`config.mk`:
```
export PLATFORM = sky130hd
export DESIGN_NAME = beamforming_precoder_cmac
export DESIGN_NICKNAME = d
export VERILOG_FILES = /design/src/design/bpc_pkg.sv /design/src/design/bpc_cmult.sv /design/src/design/bpc_accum.sv /design/src/design/beamforming_precoder_cmac.sv
export SDC_FILE = /design/constraint.sdc
export NUM_CORES = 2
export LEC_CHECK = 0
export ABC_AREA = 1
export ABC_CLOCK_PERIOD_IN_PS = 22100
export BUFFER_PORTS_ARGS = -buffer_cell sky130_fd_sc_hd__buf_2
export CAP_MARGIN = 40
export CORE_UTILIZATION = 55
export DETAILED_ROUTE_END_ITERATION = 8
export GPL_TIMING_DRIVEN = 0
export PLACE_DENSITY = 0.72
export SLEW_MARGIN = 20
export SYNTH_ARGS = -nofsm -noshare
export SYNTH_HDL_FRONTEND = slang
export SYNTH_SLANG_ARGS = --single-unit
```
`constraint.sdc`:
```
create_clock -name i_clk -period 22.1 [get_ports i_clk]
set_input_delay 1.105 -clock i_clk [delete_from_list [all_inputs] [get_ports i_clk]]
set_output_delay 1.105 -clock i_clk [all_outputs]
set_load 0.01 [all_outputs]
```
`src/design/bpc_pkg.sv`:
```
package bpc_pkg;

    localparam int PORT_W     = 6;
    localparam int ANT_W      = 4;
    localparam int SYM_W      = 4;
    localparam int SC_W       = 12;
    localparam int SAMPLE_W   = 16;
    localparam int PROD_W     = 32;
    localparam int SHIFT_W    = 5;
    localparam int CFG_DATA_W = 64;
    localparam int CFG_IDX_W  = 1;

    // register indexes on the configuration port
    localparam logic [CFG_IDX_W-1:0] CFG_PORT_MASK  = 1'd0;
    localparam logic [CFG_IDX_W-1:0] CFG_PROD_SHIFT = 1'd1;

    localparam logic [SHIFT_W-1:0] SHIFT_RESET = 5'd15;

    // sideband carried alongside the arithmetic
    typedef struct packed {
        logic [ANT_W-1:0] antenna;
        logic [SYM_W-1:0] symbol;
        logic [SC_W-1:0]  subcarrier;
        logic             last;
    } t_meta;

    // clamp a 32-bit value to the signed 16-bit range
    function automatic logic signed [SAMPLE_W-1:0] sat16(input logic signed [PROD_W-1:0] x);
        logic signed [SAMPLE_W-1:0] r;
        if (x > 32'sd32767) begin
            r = 16'sh7fff;
        end else if (x < -32'sd32768) begin
            r = 16'sh8000;
        end else begin
            r = x[SAMPLE_W-1:0];
        end
        return r;
    endfunction

    // 16-bit saturating add
    function automatic logic signed [SAMPLE_W-1:0] sat_add16(input logic signed [SAMPLE_W-1:0] a,
                                                              input logic signed [SAMPLE_W-1:0] b);
        logic signed [SAMPLE_W:0]   s;
        logic signed [SAMPLE_W-1:0] r;
        s = {a[SAMPLE_W-1], a} + {b[SAMPLE_W-1], b};
        if (s[SAMPLE_W] != s[SAMPLE_W-1]) begin
            r = s[SAMPLE_W] ? 16'sh8000 : 16'sh7fff;
        end else begin
            r = s[SAMPLE_W-1:0];
        end
        return r;
    endfunction

endpackage

```
`src/design/bpc_cmult.sv`:
```
// Two-stage complex multiply: products, then wrapped sum, shift and clamp.
module bpc_cmult
    import bpc_pkg::*;
(
    input  logic                       i_clk,
    input  logic                       i_rst_n,
    input  logic                       i_valid,
    output logic                       o_ready,
    input  logic                       i_enable,
    input  logic [SHIFT_W-1:0]         i_shift,
    input  logic signed [SAMPLE_W-1:0] i_data_re,
    input  logic signed [SAMPLE_W-1:0] i_data_im,
    input  logic signed [SAMPLE_W-1:0] i_weight_re,
    input  logic signed [SAMPLE_W-1:0] i_weight_im,
    input  t_meta                      i_meta,
    output logic                       o_valid,
    input  logic                       i_ready,
    output logic signed [SAMPLE_W-1:0] o_re,
    output logic signed [SAMPLE_W-1:0] o_im,
    output t_meta                      o_meta
);

    logic                     r_p_valid;
    logic signed [PROD_W-1:0] r_rr, r_ii, r_ir, r_ri;
    logic                     r_p_enable;
    t_meta                    r_p_meta;

    logic                       r_c_valid;
    logic signed [SAMPLE_W-1:0] r_c_re, r_c_im;
    t_meta                      r_c_meta;

    logic                     w_c_load, w_p_load;
    logic signed [PROD_W-1:0] w_sum_re, w_sum_im;

    assign w_c_load = !r_c_valid || i_ready;
    assign w_p_load = !r_p_valid || w_c_load;
    assign o_ready  = w_p_load;

    // 32-bit wrap, as a two's-complement word
    assign w_sum_re = r_rr - r_ii;
    assign w_sum_im = r_ir + r_ri;

    always_ff @(posedge i_clk) begin
        if (!i_rst_n) begin
            r_p_valid <= 1'b0;
            r_c_valid <= 1'b0;
        end else begin
            if (w_p_load) begin
                r_p_valid <= i_valid;
            end
            if (w_c_load) begin
                r_c_valid <= r_p_valid;
            end
        end
    end

    always_ff @(posedge i_clk) begin
        if (w_p_load && i_valid) begin
            r_rr       <= PROD_W'(i_data_re * i_weight_re);
            r_ii       <= PROD_W'(i_data_im * i_weight_im);
            r_ir       <= PROD_W'(i_data_im * i_weight_re);
            r_ri       <= PROD_W'(i_data_re * i_weight_im);
            r_p_enable <= i_enable;
            r_p_meta   <= i_meta;
        end
        if (w_c_load && r_p_valid) begin
            // masked port adds zero
            r_c_re   <= r_p_enable ? sat16(w_sum_re >>> i_shift) : '0;
            r_c_im   <= r_p_enable ? sat16(w_sum_im >>> i_shift) : '0;
            r_c_meta <= r_p_meta;
        end
    end

    assign o_valid = r_c_valid;
    assign o_re    = r_c_re;
    assign o_im    = r_c_im;
    assign o_meta  = r_c_meta;

endmodule

```
`src/design/bpc_accum.sv`:
```
// Saturating accumulator and result register.
module bpc_accum
    import bpc_pkg::*;
(
    input  logic                       i_clk,
    input  logic                       i_rst_n,
    input  logic                       i_valid,
    output logic                       o_ready,
    input  logic signed [SAMPLE_W-1:0] i_re,
    input  logic signed [SAMPLE_W-1:0] i_im,
    input  t_meta                      i_meta,
    output logic                       o_valid,
    input  logic                       i_ready,
    output logic [ANT_W-1:0]           o_antenna,
    output logic [SYM_W-1:0]           o_symbol,
    output logic [SC_W-1:0]            o_subcarrier,
    output logic signed [SAMPLE_W-1:0] o_re,
    output logic signed [SAMPLE_W-1:0] o_im
);

    logic signed [SAMPLE_W-1:0] r_acc_re, r_acc_im;
    logic                       r_out_valid;
    logic [ANT_W-1:0]           r_out_antenna;
    logic [SYM_W-1:0]           r_out_symbol;
    logic [SC_W-1:0]            r_out_subcarrier;
    logic signed [SAMPLE_W-1:0] r_out_re, r_out_im;

    logic                       w_out_free, w_take;
    logic signed [SAMPLE_W-1:0] w_sum_re, w_sum_im;

    // non-final items never need the result register
    assign w_out_free = !r_out_valid || i_ready;
    assign o_ready    = !i_meta.last || w_out_free;
    assign w_take     = i_valid && o_ready;

    assign w_sum_re = sat_add16(r_acc_re, i_re);
    assign w_sum_im = sat_add16(r_acc_im, i_im);

    always_ff @(posedge i_clk) begin
        if (!i_rst_n) begin
            r_acc_re    <= '0;
            r_acc_im    <= '0;
            r_out_valid <= 1'b0;
        end else begin
            if (w_take) begin
                r_acc_re <= i_meta.last ? '0 : w_sum_re;
                r_acc_im <= i_meta.last ? '0 : w_sum_im;
            end
            if (w_take && i_meta.last) begin
                r_out_valid <= 1'b1;
            end else if (i_ready) begin
                r_out_valid <= 1'b0;
            end
        end
    end

    always_ff @(posedge i_clk) begin
        if (w_take && i_meta.last) begin
            r_out_antenna    <= i_meta.antenna;
            r_out_symbol     <= i_meta.symbol;
            r_out_subcarrier <= i_meta.subcarrier;
            r_out_re         <= w_sum_re;
            r_out_im         <= w_sum_im;
        end
    end

    assign o_valid      = r_out_valid;
    assign o_antenna    = r_out_antenna;
    assign o_symbol     = r_out_symbol;
    assign o_subcarrier = r_out_subcarrier;
    assign o_re         = r_out_re;
    assign o_im         = r_out_im;

    a_clear_after_last: assert property (@(posedge i_clk) disable iff (!i_rst_n)
        (w_take && i_meta.last) |=> (r_acc_re == '0 && r_acc_im == '0))
        else $error("accumulator not cleared after final port");

    a_result_after_last: assert property (@(posedge i_clk) disable iff (!i_rst_n)
        (w_take && i_meta.last) |=> r_out_valid)
        else $error("final port taken without a result");

    a_no_overwrite: assert property (@(posedge i_clk) disable iff (!i_rst_n)
        (r_out_valid && !i_ready) |-> !(w_take && i_meta.last))
        else $error("pending result overwritten");

endmodule

```
`src/design/beamforming_precoder_cmac.sv`:
```
// Beamforming precoder, Q15 complex multiply-accumulate. Each transfer on the
// slave stream carries one port's sample and its beam weight for one antenna
// and subcarrier; tlast marks the final port of that subcarrier. When the
// port's bit in port_mask is set, the product (32-bit wrap) is shifted right
// arithmetically by the configured shift, clamped to 16 bits and added with
// saturation into the accumulator. The transfer carrying tlast produces one
// master transfer with the accumulated sample (this item included) and clears
// the accumulator. One item is taken every cycle unless master tready stalls it;
// the accumulator update is a single saturating add per cycle, so nothing else
// throttles the stream. Master tvalid rises once the item has passed the input,
// product and shift/clamp registers and reached the result register.
// A tlast item is held back only while the result register waits on master
// tready, which also stalls slave tready. The user must write configuration
// only while the stream is idle; the block does not enforce this. No read-back.
module beamforming_precoder_cmac
    import bpc_pkg::*;
#(
    parameter int MAX_PORTS = 64
) (
    input  logic                  i_clk,
    input  logic                  i_rst_n,
    // configuration
    input  logic                  i_cfg_we,
    input  logic [CFG_IDX_W-1:0]  i_cfg_index,
    input  logic [CFG_DATA_W-1:0] i_cfg_data,
    // slave stream
    input  logic                  i_s_axis_tvalid,
    output logic                  o_s_axis_tready,
    // port[5:0] antenna[9:6] symbol_index[13:10] subcarrier[25:14]
    // data_re[41:26] data_im[57:42] weight_re[73:58] weight_im[89:74], rest zero
    input  logic [95:0]           i_s_axis_tdata,
    input  logic                  i_s_axis_tlast,   // last_port
    // master stream
    output logic                  o_m_axis_tvalid,
    input  logic                  i_m_axis_tready,
    // out_antenna[3:0] out_symbol[7:4] out_subcarrier[19:8]
    // out_re[35:20] out_im[51:36], rest zero
    output logic [55:0]           o_m_axis_tdata
);

    // config registers
    logic [MAX_PORTS-1:0] r_port_mask;
    logic [SHIFT_W-1:0]   r_prod_shift;
    logic [63:0]          w_mask_full;

    // input register
    logic                       r_in_valid;
    logic [PORT_W-1:0]          r_in_port;
    logic signed [SAMPLE_W-1:0] r_in_data_re, r_in_data_im;
    logic signed [SAMPLE_W-1:0] r_in_weight_re, r_in_weight_im;
    t_meta                      r_in_meta;

    logic                       w_cm_ready, w_in_load, w_enable;
    logic                       w_cm_valid, w_acc_ready;
    logic signed [SAMPLE_W-1:0] w_cm_re, w_cm_im;
    t_meta                      w_cm_meta;

    logic [ANT_W-1:0]           w_out_antenna;
    logic [SYM_W-1:0]           w_out_symbol;
    logic [SC_W-1:0]            w_out_subcarrier;
    logic signed [SAMPLE_W-1:0] w_out_re, w_out_im;

    always_ff @(posedge i_clk) begin
        if (!i_rst_n) begin
            r_port_mask  <= MAX_PORTS'(1);
            r_prod_shift <= SHIFT_RESET;
        end else if (i_cfg_we) begin
            unique case (i_cfg_index)
                CFG_PORT_MASK:  r_port_mask  <= i_cfg_data[MAX_PORTS-1:0];
                CFG_PROD_SHIFT: r_prod_shift <= i_cfg_data[SHIFT_W-1:0];
                default:        ;
            endcase
        end
    end

    // ports at or above MAX_PORTS read a zero mask bit
    always_comb begin
        w_mask_full = '0;
        w_mask_full[MAX_PORTS-1:0] = r_port_mask;
    end
    assign w_enable = w_mask_full[r_in_port];

    assign w_in_load       = !r_in_valid || w_cm_ready;
    assign o_s_axis_tready = w_in_load;

    always_ff @(posedge i_clk) begin
        if (!i_rst_n) begin
            r_in_valid <= 1'b0;
        end else if (w_in_load) begin
            r_in_valid <= i_s_axis_tvalid;
        end
    end

    always_ff @(posedge i_clk) begin
        if (w_in_load && i_s_axis_tvalid) begin
            r_in_port            <= i_s_axis_tdata[5:0];
            r_in_meta.antenna    <= i_s_axis_tdata[9:6];
            r_in_meta.symbol     <= i_s_axis_tdata[13:10];
            r_in_meta.subcarrier <= i_s_axis_tdata[25:14];
            r_in_meta.last       <= i_s_axis_tlast;
            r_in_data_re         <= i_s_axis_tdata[41:26];
            r_in_data_im         <= i_s_axis_tdata[57:42];
            r_in_weight_re       <= i_s_axis_tdata[73:58];
            r_in_weight_im       <= i_s_axis_tdata[89:74];
        end
    end

    bpc_cmult u_cmult (
        .i_clk       (i_clk),
        .i_rst_n     (i_rst_n),
        .i_valid     (r_in_valid),
        .o_ready     (w_cm_ready),
        .i_enable    (w_enable),
        .i_shift     (r_prod_shift),
        .i_data_re   (r_in_data_re),
        .i_data_im   (r_in_data_im),
        .i_weight_re (r_in_weight_re),
        .i_weight_im (r_in_weight_im),
        .i_meta      (r_in_meta),
        .o_valid     (w_cm_valid),
        .i_ready     (w_acc_ready),
        .o_re        (w_cm_re),
        .o_im        (w_cm_im),
        .o_meta      (w_cm_meta)
    );

    bpc_accum u_accum (
        .i_clk        (i_clk),
        .i_rst_n      (i_rst_n),
        .i_valid      (w_cm_valid),
        .o_ready      (w_acc_ready),
        .i_re         (w_cm_re),
        .i_im         (w_cm_im),
        .i_meta       (w_cm_meta),
        .o_valid      (o_m_axis_tvalid),
        .i_ready      (i_m_axis_tready),
        .o_antenna    (w_out_antenna),
        .o_symbol     (w_out_symbol),
        .o_subcarrier (w_out_subcarrier),
        .o_re         (w_out_re),
        .o_im         (w_out_im)
    );

    assign o_m_axis_tdata = {4'd0, w_out_im, w_out_re, w_out_subcarrier,
                             w_out_symbol, w_out_antenna};

endmodule
```
==> results.md <==
- Status: complete, no violations
- Fmax: between 100 and 150 MHz
- WL final: 213,600 um
- Busiest grt layer: met2
- Critical path's slowest cell: fa_1
- Post-CTS setup buffer count: 0
- Final setup TNS: 0 ns
- Async SR Flop Fraction: 0
- Routed vias: between 50,000 and 60,000
- Final Max Slew Viols: 0
- Yosys cell types: 64
- Rows: 125
- Sequential area share after synthesis: 0.1942
- Max-Cap Viols: 0
- Crit path DAT: 8.28 ns
- Clock latency on the worst-skew pair: about 0.7 ns
- Worst Tran Pin Value: ~0.96 ns
- Initial antenna violation count: 16
- CTS tree: done
- Yosys reg bits: about 450
- Die width: between 300 and 400 um
- Clk_skew: roughly 0.073 ns
- Cell mode on critical path: fa_1
- Vias per cell: 5.384
- Global-route wire length before repair: between 300,000 and 400,000 um
- CTS Sinks: ~450
- Global routing usage on met2: 0.6061
- Worst Path Buf+Inv: 4
- Netlist Area Pre-Place: around 0.064 mm2
- GP Congestion: roughly 1.0
- Worst stage delay on the critical path: just under 1 ns
- CP Cell Sequence: clkbuf_1 -> nand2_1 -> inv_1 -> fa_1 -> fa_1 -> fa_1 -> fa_1 -> fa_1 -> inv_1 -> fa_1 -> inv_1 -> ha_1 -> a21oi_1 -> nor2_1 -> a211oi_1 -> nor2_1 -> a2111oi_0 -> o311ai_0 -> xor2_1
- Clk buf depth: 3
- Critical path capture point type: register
- Post-cts sizing count: 0
- Starting density of the core: 0.5542
- Vias in the first global route: around 54,000
- Synthesized instance count: about 8,000
- GR Util met1: 0.4293
- Share of post-route cells with drive strength above 1: 0.05951
- CORE AREA: roughly 0.12 mm2
- Hold Vio Cnt, Final: 0
- Num CTS Buffers: 52
- Crit share post-route: 0.3573
- H-tree depth: 2
- Commonest non-fill, non-tap cell in the layout: inv_1
- Most frequent cells in the layout: 1,997 x inv_1, 1,990 x nand2_1, 1,052 x fa_1
- Clock Pin Slew Worst Setup and Hold Paths: around 0.060 ns
- Worst path top cell family by delay: adder cells
- Tot GR Track Use: 0.3686
- Post-DRT Antenna Nets: 0
- Avg WL per Cell: about 22 um
- CP Max Fanout: 10
- CP Class: register to register
- RR Startpoint: r_in_weight_im[3]
- Die height: roughly 340 um
- Tmin final: just under 8 ns
- Worst EP required: between 20 and 25 ns
- Initial drt markers: ~4,400
- Synthesis Warnings: 0
- Largest net degree at the start of global routing: 33
- Number of enable flip-flop cells after synthesis: about 350
- Layout Nets: ~10,000
- Met3 usage: 0.07755
- Dpl hpwl: between 150,000 and 200,000 um
- Ports: about 230
- Total grt overflow: 0
- Port Buffers: ~210
- CP startpoint: r_in_weight_im[3]
- Syn-to-layout area delta: 9.395%
- CTS Hold Buffers Added: 0
- # setup viols final: 0
- Hold wc startpoint: u_cmult.r_p_meta[16]
- RSZ-0062 raised after global routing: false
- Mean post-synth cell area: between 8 and 9 um2
- Residual DRC count: 0
- Clk root buf: clkbuf_16
- Drt first pass iters: 6
- DIE AREA: 0.1183 mm2
- Main synth FF type: edfxtp_1
- Hold Path Class: register to register
- Slew headroom: 0.3567
- CP Launch Type: register
state kept, by name (all words and copies together), names as in the netlist, 21 cells and up:
name and flops:
u_cmult.r_ir 32, u_cmult.r_rr 32, r_in_meta 21, u_cmult.o_meta 21, r_port_mask 64, u_cmult.r_ri 32, u_cmult.r_p_meta 21, u_cmult.r_ii 32
stage by stage:
stage / instance area (um2) / hold slack [ns] / setup slack, ns / cells / utilization
floorplan: 64320 / 0.4003 / 13.78 / 7915 / -
global placement: 67290 / 0.4004 / 10.88 / 9652 / 0.5799
detailed placement: 68340 / 0.4045 / 14.29 / 9725 / 0.5889
CTS: 70100 / 0.4162 / 14.22 / 9822 / 0.6041
global route: 70340 / 0.4234 / 14.04 / 9848 / 0.6061
finish: 70350 / 0.4158 / 14.20 / 9852 / 0.6062
path summary, 6_finish.rpt:
check                  endpoint  slack (ns)  depth (start not counted)
max            u_cmult.r_ri[30]       14.20                         19
min reg2reg  u_cmult.o_meta[16]        0.42                          0
min          u_cmult.o_meta[16]        0.42                          0
max reg2reg    u_cmult.r_ri[30]       14.20                         19
synthesized netlist by cell type (19+ instances only):
| master | instances | share of area |
|---|---|---|
| xor2_1 | 115 | 0.016 |
| dfxtp_1 | 105 | 0.033 |
| fa_1 | 1052 | 0.33 |
| a21oi_1 | 271 | 0.021 |
| o21ai_1 | 20 | 0.0016 |
| o22ai_1 | 21 | 0.0020 |
| ha_1 | 422 | 0.082 |
| buf_1 | 22 | 0.0013 |
| inv_1 | 1999 | 0.12 |
| clkbuf_1 | 252 | 0.015 |
| buf_2 | 19 | 0.0015 |
| o21ai_0 | 275 | 0.021 |
| nand2_2 | 23 | 0.0022 |
| nand2_1 | 1990 | 0.12 |
| nor2_1 | 393 | 0.023 |
| xnor2_1 | 97 | 0.013 |
| edfxtp_1 | 346 | 0.16 |
| nand3_1 | 302 | 0.024 |
metal layers:
layer	part of all wire	vias to the layer above
met3	0.091	621
met4	0.086	14
met5	0.00047	-
met2	0.47	2425
li1	-	24260
met1	0.35	25730
kinds of logic after synthesis:
family                     after synthesis  share of synthesized area
muxes                                    7                   0.001090
AOI/OAI and AO/OA                      675                    0.05685
DFF                                    451                     0.1942
adders and majority gates             1474                     0.4096
buffers and inverters                 2318                     0.1366
and+or+nand+nor                       2773                     0.1725
other                                    1                 0.00005831
xor gates and xnor gates               213                    0.02913
cell type report:
cell class              count  area [um2]
fillers                 10340       45700
diodes                     10       25.02
repair buffers            306        2317
clock inverters            30       355.3
multi-input cells        5146       43060
clock buffers              67        1408
plain buffers             305        1232
well taps                1524        1907
inverters                2013        7556
flip-flops and latches    451       12490
Power is left out: the tool's default activity adds up to more than one toggle a clock period on the data nets, which glitch-free logic cannot reach.
